==> src/design/otq_pkg.sv <==
`default_nettype none
package otq_pkg;
   localparam logic [1:0] REQ_SCHEDULE = 2'd0;
   localparam logic [1:0] REQ_CANCEL   = 2'd1;
   localparam logic [1:0] REQ_TICK     = 2'd2;
   localparam logic [1:0] REQ_IGNORED  = 2'd3;

   localparam logic [1:0] ST_OK        = 2'd0;
   localparam logic [1:0] ST_FULL      = 2'd1;
   localparam logic [1:0] ST_NOT_FOUND = 2'd2;
   localparam logic [1:0] ST_TRUNC     = 2'd3;

   localparam logic [31:0] EMPTY_TIMEOUT_RESET = 32'h4000_0000;
   localparam logic [47:0] DEADLINE_MAX = 48'hFFFF_FFFF_FFFF;

   localparam logic [0:0] ADDR_EMPTY_TIMEOUT = 1'b0;

   typedef struct packed {
      logic [1:0]  req_type;
      logic [47:0] deadline_ms;
      logic [31:0] interval_ms;
      logic [15:0] timer_handle;
      logic [47:0] now_ms;
   } req_type_type;

   typedef struct packed {
      logic [1:0]  status;
      logic [15:0] result_handle;
      logic        fired;
      logic [31:0] next_timeout;
      logic        last;
   } rsp_type;

   typedef struct packed {
      logic [47:0] deadline;
      logic [31:0] interval;
      logic [31:0] order;
   } slot_type;
endpackage
`default_nettype wire

==> src/design/ordered_timer_queue.sv <==
// Channel  | Direction | Handshake          | Payload
// req      | in        | req_valid/req_stall | otq_pkg::req_type_type
// rsp      | out       | rsp_valid/rsp_stall | otq_pkg::rsp_type
// csr      | in        | APB write/read      | empty_timeout at address 0
// A schedule or cancel is decided from the registered request and its result is
// registered. A tick rescans the slot memory, one slot per cycle, for every item
// it produces: the first item follows a full scan, each later one follows the
// write-back of its predecessor, a full scan and its issue.
// Reset clears slot valid bits, generations, sequence counter and control state,
// and sets empty_timeout to EMPTY_TIMEOUT_RESET. A stalled result holds the
// sequencer; no new item is taken until the last result of the current one has been delivered.
`default_nettype none
module ordered_timer_queue #(
   parameter int TIMER_SLOTS        = 16,
   parameter int MAX_FIRES_PER_TICK = 63
) (
   input  wire logic                 clock,
   input  wire logic                 reset,
   input  wire logic                 req_valid,
   output logic                      req_stall,
   input  wire otq_pkg::req_type_type req_data,
   output logic                      rsp_valid,
   input  wire logic                 rsp_stall,
   output otq_pkg::rsp_type          rsp_data,
   input  wire logic                 csr_psel,
   input  wire logic                 csr_penable,
   input  wire logic                 csr_pwrite,
   input  wire logic [1:0]           csr_paddr,
   input  wire logic [31:0]          csr_pwdata,
   output logic [31:0]               csr_prdata,
   output logic                      csr_pready
);
   import otq_pkg::*;

   localparam int IW = (TIMER_SLOTS > 1) ? $clog2(TIMER_SLOTS) : 1;
   localparam int CW = $clog2(MAX_FIRES_PER_TICK + 1);
   localparam logic [IW:0] NSLOT = (IW + 1)'(TIMER_SLOTS);

   localparam logic [2:0] S_IDLE = 3'd0, S_SCAN = 3'd1, S_DECIDE = 3'd2,
                          S_FIRE = 3'd3, S_WB = 3'd5;

   slot_type mem [TIMER_SLOTS];
   slot_type rd_ff;
   logic          wr_en;
   logic [IW-1:0] wr_addr;
   slot_type      wr_data;

   logic [TIMER_SLOTS-1:0] valid_ff;
   logic [11:0] gen_ff [TIMER_SLOTS];
   logic [31:0] seq_ff, seq_in;
   logic [31:0] empty_ff;

   logic [2:0] state_ff, state_in;
   req_type_type req_ff;
   logic [IW:0] scan_ff, scan_in;      // read address issued
   logic [IW:0] rdix_ff;               // index of data in rd_ff
   logic        rdv_ff;
   logic        found_ff, found_in;
   logic [IW-1:0] best_ff, best_in;
   slot_type    bslot_ff, bslot_in;
   logic [CW-1:0] nfire_ff, nfire_in;
   rsp_type     rsp_ff, rsp_in;
   logic        rspv_ff, rspv_in;

   logic [IW-1:0] rd_addr;
   assign rd_addr = scan_ff[IW-1:0];

   always_ff @(posedge clock) begin
      if (wr_en) mem[wr_addr] <= wr_data;
      rd_ff <= mem[rd_addr];
   end

   assign csr_pready = 1'b1;
   assign csr_prdata = (csr_paddr[1:1] == 1'(ADDR_EMPTY_TIMEOUT)) ? empty_ff : 32'd0;

   function automatic logic [15:0] handle_of(logic [11:0] g, logic [IW-1:0] i);
      logic [31:0] h;
      h = ({20'd0, g} << IW) | 32'(i);
      return h[15:0];
   endfunction

   logic lowest_free_ok;
   logic [IW-1:0] lowest_free;
   logic cancel_hit;
   logic [IW-1:0] cancel_ix;
   always_comb begin
      lowest_free_ok = 1'b0;
      lowest_free = '0;
      for (int k = TIMER_SLOTS - 1; k >= 0; k--) begin
         if (!valid_ff[k]) begin
            lowest_free_ok = 1'b1;
            lowest_free = IW'(k);
         end
      end
      cancel_hit = 1'b0;
      cancel_ix = '0;
      for (int k = 0; k < TIMER_SLOTS; k++) begin
         if (valid_ff[k] && handle_of(gen_ff[k], IW'(k)) == req_ff.timer_handle) begin
            cancel_hit = 1'b1;
            cancel_ix = IW'(k);
         end
      end
   end

   // candidate compare for scan
   logic cand_ok, better;
   logic [48:0] rearm;
   logic [47:0] rearm_sat, diff;
   always_comb begin
      cand_ok = rdv_ff && valid_ff[rdix_ff[IW-1:0]];
      better = !found_ff || (rd_ff.deadline < bslot_ff.deadline) ||
               (rd_ff.deadline == bslot_ff.deadline && rd_ff.order < bslot_ff.order);
      rearm = {1'b0, bslot_ff.deadline} + 49'(bslot_ff.interval);
      rearm_sat = rearm[48] ? DEADLINE_MAX : rearm[47:0];
      diff = bslot_ff.deadline - req_ff.now_ms;
   end

   assign req_stall = (state_ff != S_IDLE) || rspv_ff;
   assign rsp_valid = rspv_ff;
   assign rsp_data  = rsp_ff;

   always_comb begin
      state_in = state_ff;
      scan_in = scan_ff;
      found_in = found_ff;
      best_in = best_ff;
      bslot_in = bslot_ff;
      nfire_in = nfire_ff;
      rsp_in = rsp_ff;
      rspv_in = rspv_ff && rsp_stall;
      seq_in = seq_ff;
      wr_en = 1'b0;
      wr_addr = best_ff;
      wr_data = bslot_ff;
      unique case (state_ff)
         S_IDLE: begin
            if (req_valid && !req_stall) begin
               scan_in = '0;
               found_in = 1'b0;
               nfire_in = '0;
               state_in = (req_data.req_type == REQ_TICK) ? S_SCAN : S_DECIDE;
               if (req_data.req_type == REQ_IGNORED) state_in = S_IDLE;
            end
         end
         S_SCAN: begin
            if (scan_ff != NSLOT) scan_in = scan_ff + 1'b1;
            if (cand_ok && better) begin
               found_in = 1'b1;
               best_in = rdix_ff[IW-1:0];
               bslot_in = rd_ff;
            end
            if (rdv_ff && rdix_ff == NSLOT - 1'b1) state_in = S_FIRE;
         end
         S_FIRE: begin
            if (!rspv_ff || !rsp_stall) begin
               rsp_in = '0;
               rspv_in = 1'b1;
               if (found_ff && bslot_ff.deadline <= req_ff.now_ms &&
                   32'(nfire_ff) < 32'(MAX_FIRES_PER_TICK)) begin
                  rsp_in.fired = 1'b1;
                  rsp_in.result_handle = handle_of(gen_ff[best_ff], best_ff);
                  nfire_in = nfire_ff + 1'b1;
                  state_in = S_WB;
               end else begin
                  rsp_in.last = 1'b1;
                  if (found_ff && bslot_ff.deadline <= req_ff.now_ms) begin
                     rsp_in.status = found_ff && 32'(nfire_ff) >= 32'(MAX_FIRES_PER_TICK)
                                     ? ST_TRUNC : ST_OK;
                     rsp_in.next_timeout = '0;
                  end else if (!found_ff) begin
                     rsp_in.next_timeout = empty_ff;
                  end else begin
                     rsp_in.next_timeout = (diff[47:32] != 16'd0) ? 32'hFFFF_FFFF
                                                                 : diff[31:0];
                  end
                  state_in = S_IDLE;
               end
            end
         end
         S_WB: begin
            if (bslot_ff.interval != 32'd0) begin
               wr_en = 1'b1;
               seq_in = seq_ff + 1'b1;
               wr_data.deadline = rearm_sat;
               wr_data.order = seq_ff + 1'b1;
            end
            scan_in = '0;
            found_in = 1'b0;
            state_in = S_SCAN;
         end
         S_DECIDE: begin
            if (!rspv_ff || !rsp_stall) begin
               rsp_in = '0;
               rsp_in.last = 1'b1;
               rspv_in = 1'b1;
               if (req_ff.req_type == REQ_SCHEDULE) begin
                  if (lowest_free_ok) begin
                     wr_en = 1'b1;
                     wr_addr = lowest_free;
                     wr_data.deadline = req_ff.deadline_ms;
                     wr_data.interval = req_ff.interval_ms;
                     wr_data.order = seq_ff + 1'b1;
                     seq_in = seq_ff + 1'b1;
                     rsp_in.result_handle =
                        handle_of(gen_ff[lowest_free] + 1'b1, lowest_free);
                  end else begin
                     rsp_in.status = ST_FULL;
                  end
               end else if (!cancel_hit) begin
                  rsp_in.status = ST_NOT_FOUND;
               end
               state_in = S_IDLE;
            end
         end
         default: state_in = S_IDLE;
      endcase
   end

   always_ff @(posedge clock) begin
      if (reset) begin
         state_ff <= S_IDLE;
         valid_ff <= '0;
         seq_ff <= '0;
         empty_ff <= EMPTY_TIMEOUT_RESET;
         rspv_ff <= 1'b0;
         rdv_ff <= 1'b0;
         found_ff <= 1'b0;
         nfire_ff <= '0;
         scan_ff <= '0;
         rdix_ff <= '0;
         for (int k = 0; k < TIMER_SLOTS; k++) gen_ff[k] <= '0;
      end else begin
         state_ff <= state_in;
         seq_ff <= seq_in;
         rspv_ff <= rspv_in;
         found_ff <= found_in;
         nfire_ff <= nfire_in;
         scan_ff <= scan_in;
         rdix_ff <= scan_ff;
         rdv_ff <= (state_ff == S_SCAN) && (scan_ff != NSLOT);
         if (csr_psel && csr_penable && csr_pwrite && csr_pready &&
             csr_paddr[1:1] == 1'(ADDR_EMPTY_TIMEOUT))
            empty_ff <= csr_pwdata;
         if (state_ff == S_DECIDE && (!rspv_ff || !rsp_stall)) begin
            if (req_ff.req_type == REQ_SCHEDULE && lowest_free_ok) begin
               valid_ff[lowest_free] <= 1'b1;
               gen_ff[lowest_free] <= gen_ff[lowest_free] + 1'b1;
            end else if (req_ff.req_type == REQ_CANCEL && cancel_hit) begin
               valid_ff[cancel_ix] <= 1'b0;
            end
         end
         if (state_ff == S_WB && bslot_ff.interval == 32'd0)
            valid_ff[best_ff] <= 1'b0;
      end
   end

   always_ff @(posedge clock) begin
      best_ff <= best_in;
      bslot_ff <= bslot_in;
      rsp_ff <= rsp_in;
      if (req_valid && !req_stall) req_ff <= req_data;
   end
endmodule
`default_nettype wire

==> config.mk <==
export PLATFORM = sky130hd
export DESIGN_NAME = ordered_timer_queue
export DESIGN_NICKNAME = d
export VERILOG_FILES = /design/src/design/otq_pkg.sv /design/src/design/ordered_timer_queue.sv
export SDC_FILE = /design/constraint.sdc
export NUM_CORES = 2
export LEC_CHECK = 0
export ABC_CLOCK_PERIOD_IN_PS = 33100
export CAP_MARGIN = 15
export CORE_MARGIN = 2
export CORE_UTILIZATION = 53
export CTS_BUF_LIST = sky130_fd_sc_hd__clkbuf_8
export DETAILED_ROUTE_END_ITERATION = 7
export DONT_BUFFER_PORTS = 1
export GPL_ROUTABILITY_DRIVEN = 0
export GPL_TIMING_DRIVEN = 0
export PLACE_DENSITY = 0.77
export SYNTH_ARGS = -nofsm -noshare
export SYNTH_HDL_FRONTEND = slang
export SYNTH_SLANG_ARGS = --single-unit
==> constraint.sdc <==
create_clock -name clock -period 33.1 [get_ports clock]
set_input_delay 9.93 -clock clock [delete_from_list [all_inputs] [get_ports clock]]
set_output_delay 9.93 -clock clock [all_outputs]
set_load 0.01 [all_outputs]
==> results.sh <==
export IMPL_cts_tree="yes"
export IMPL_yosysWarnings=0
export IMPL_syn_area_per_cell_um2=16.9
export IMPL_period_share=0.619
export IMPL_slowest_delay_ns=0.43
export IMPL_grtUsageTotal=0.303
export IMPL_critPathMaxFanout=10
export IMPL_drt_pass1_iter_count=8
export IMPL_status="complete, but fails checks"
export IMPL_required_ns=23.17
export IMPL_cts_htree_levels=5
export IMPL_seq_area_frac_synth=0.688
export IMPL_clock_path_buffers=4
export IMPL_skew_ns=0.144
export IMPL_worstSetupPathType="input pin to output port"
export IMPL_via_per_inst=6.64
export IMPL_dp_cells=9095
export IMPL_synth_most_common_cell="edfxtp_1"
export IMPL_crit_slowest_cell="nor2b_1"
export IMPL_io_buffers=0
export IMPL_grt_pass1_vias=63900
export IMPL_cts_buffers=402
export IMPL_clock_sinks=2516
export IMPL_cts_root_buffer="clkbuf_8"
export IMPL_synthesis_nets=6661
export IMPL_violations="design-rule violations"
export IMPL_maxCapViolations=0
export IMPL_pre_cts_ws_ns=12.68
export IMPL_rr_worst_depth=14
export IMPL_via_count=65500
export IMPL_worstReg2RegEnd="mem[11][50]$_DFFE_PP_"
export IMPL_synth_largest_area_cell="edfxtp_1"
export IMPL_fill_cells=13800
export IMPL_setup_viol_count_final=0
export IMPL_powerDensity_nw_per_um2=63.3
export IMPL_antenna_found_initial=13
export IMPL_cp_arrival_ns=10.55
export IMPL_ios=274
export IMPL_rsz0062_at_grt="no"
export IMPL_synthCells=6308
export IMPL_clk_pin_slew_ns=0.06
export IMPL_ys_ff_latch=2516
export IMPL_layout_setup_ws_ns=12.62
export IMPL_min_path_cells=0
export IMPL_finalHoldViolCount=0
export IMPL_die_h_um=452
export IMPL_die_w_um=452
export IMPL_finalSetupTns_ns=0
export IMPL_grt_pass1_wl_mm=445
export IMPL_path_delay_family="simple AND/OR/NAND/NOR gates"
export IMPL_fin_crit_ns=20.48
export IMPL_worstHoldEndpoint="bslot_ff[49]$_DFFE_PP_"
export IMPL_clk_latency_ns=1.14
export IMPL_path_buf_inv=1
export IMPL_start_util=0.533
export IMPL_num_rows=164
export IMPL_tightest_slew_ns=1.30
export IMPL_post_cts_buffers=0
export IMPL_path_cells="clkbuf_1, nor2b_1"
export IMPL_drt_iter0_markers=11300
export IMPL_async_flop_share=0
export IMPL_grt_max_degree=60
export IMPL_drive_gt1_frac=0.207
export IMPL_wl_per_cell_um=31.9
export IMPL_maxSlewViolCount=0
export IMPL_ant_nets=0
export IMPL_cts_resized=0
export IMPL_coreArea_um2=200000
export IMPL_ctsHoldBuffers=0
export IMPL_hold_class="register to register"
export IMPL_end_kind="output port"
export IMPL_syn_area_um2=107000
export IMPL_syn_to_final_growth_pct=13.3
export IMPL_ys_flop_type="edfxtp_1"
export IMPL_synth_top_cell_area_share=0.647
export IMPL_wl_mm=315
export IMPL_min_from="rd_ff[49]$_DFF_P_"
export IMPL_nets=7237
export IMPL_instances_no_fill=9867
export IMPL_worstSetupStartpointType="input pin"
export IMPL_drc=368
export IMPL_reg2reg_slack_ns=26.49
export IMPL_ys_top_cells_by_count="edfxtp_1, mux4_2, nand2_1"
export IMPL_peakVddDrop_mv=0.0507
export IMPL_p_leak_nw=39.5
export IMPL_fmax_mhz=48.8
export IMPL_hpwl_mm=220
export IMPL_synth_edf_count=2298
export IMPL_gr_total_overflow=0
export IMPL_netlist_top_cells_area="edfxtp_1, mux4_2, dfxtp_1"
export IMPL_slew_headroom=0.125
export IMPL_synth_distinct_cells=111
export IMPL_reg2reg_from="valid_ff[1]$_SDFF_PP0_"
export IMPL_dieArea_um2=205000
==> flip-flops by register name, summed over array words and instances, names as in the netlist, 6 cells and up, named ones only <==
| signal | count |
|---|---|
| req_ff | 146 |
| empty_ff | 32 |
| mem | 1792 |
| rd_ff | 112 |
| gen_ff | 192 |
| rsp_data | 52 |
| bslot_ff | 112 |
| nfire_ff | 6 |
| valid_ff | 16 |
| seq_ff | 32 |
==> logic make-up (layout without fill, tap and decap cells) <==
group                    count (synthesis)  after routing  share of synthesized area
AND/OR/NAND/NOR                       1256           1256                     0.0560
other                                    1              5                  0.0000352
multiplexers                           667            667                      0.136
adder cells (fa/ha/maj)                166            166                     0.0196
AO/OA/AOI/OAI                          849            849                     0.0524
flip-flops                            2516           2516                      0.688
XOR/XNOR                               324            324                     0.0272
buffers and inverters                  529           1428                     0.0200
==> cell usage in the layout, fill, tap and decap left out, drive strengths merged, types with 188 or more instances in the layout <==
cell type,count
a21oi,262
o21ai,188
edfxtp,2298
inv,322
dfxtp,218
nor2,389
xnor2,235
buf,256
clkbuf,705
nand2,396
mux4,625
==> layer usage <==
metal  track usage  wire length (µm)  share of wire  vias to the layer above
met4         0.151             18000          0.057                       14
met1         0.397            109000           0.35                    32700
li1              -                 -              -                    26200
met2         0.459            142000           0.45                     5488
met3        0.0970             45700           0.15                     1064
met5       0.00187               145        0.00046                        -
==> stage by stage <==
| step | hold WS [ns] | util | total power [mW] | instance area, µm² |
|---|---|---|---|---|
| 3_5_place_dp | 0.389 | 0.563 | 5.10 | 113000 |
| 4_1_cts | 0.373 | 0.601 | 7.60 | 120000 |
| 3_3_place_gp | 0.386 | 0.550 | 5.07 | 110000 |
| 2_1_floorplan | 0.386 | - | 4.65 | 107000 |
| 5_1_grt | 0.366 | 0.604 | 7.85 | 121000 |
| 6_report | 0.350 | 0.604 | 7.64 | 121000 |
==> worst max-delay path by stage <==
stage | startpoint | slack, ns | end | depth (start not counted)
CTS | csr_paddr[1] | 12.68 | csr_prdata[12] | 2
floorplan | csr_paddr[1] | 12.86 | csr_prdata[10] | 2
global route | csr_paddr[1] | 12.58 | csr_prdata[12] | 2
detailed placement | csr_paddr[1] | 12.68 | csr_prdata[12] | 2
global placement | rsp_stall | 8.61 | mem[3][47]$_DFFE_PP_ | 7
finish | csr_paddr[1] | 12.62 | csr_prdata[12] | 2
==> power by group <==
group / total, mW / internal [mW] / switching (mW)
Combinational: 1.30 / 0.527 / 0.777
Sequential: 3.79 / 3.68 / 0.113
Clock: 2.55 / 1.32 / 1.23
==> layout make-up <==
| cell class | instances | area (µm²) | share of cell area |
|---|---|---|---|
| repair buffers | 172 | 3050 | 0.0252 |
| flip-flops and latches | 2516 | 73400 | 0.608 |
| multi-input cells | 3263 | 31200 | 0.259 |
| clock buffers | 448 | 6170 | 0.0511 |
| plain buffers | 341 | 1430 | 0.0119 |
| clock inverters | 279 | 1440 | 0.0120 |
| well taps | 2656 | 3320 | 0.0275 |
| diodes | 4 | 10.0 | 0.0000829 |
| inverters | 188 | 711 | 0.00589 |
Note: power is estimated with default switching activity, not from simulation.
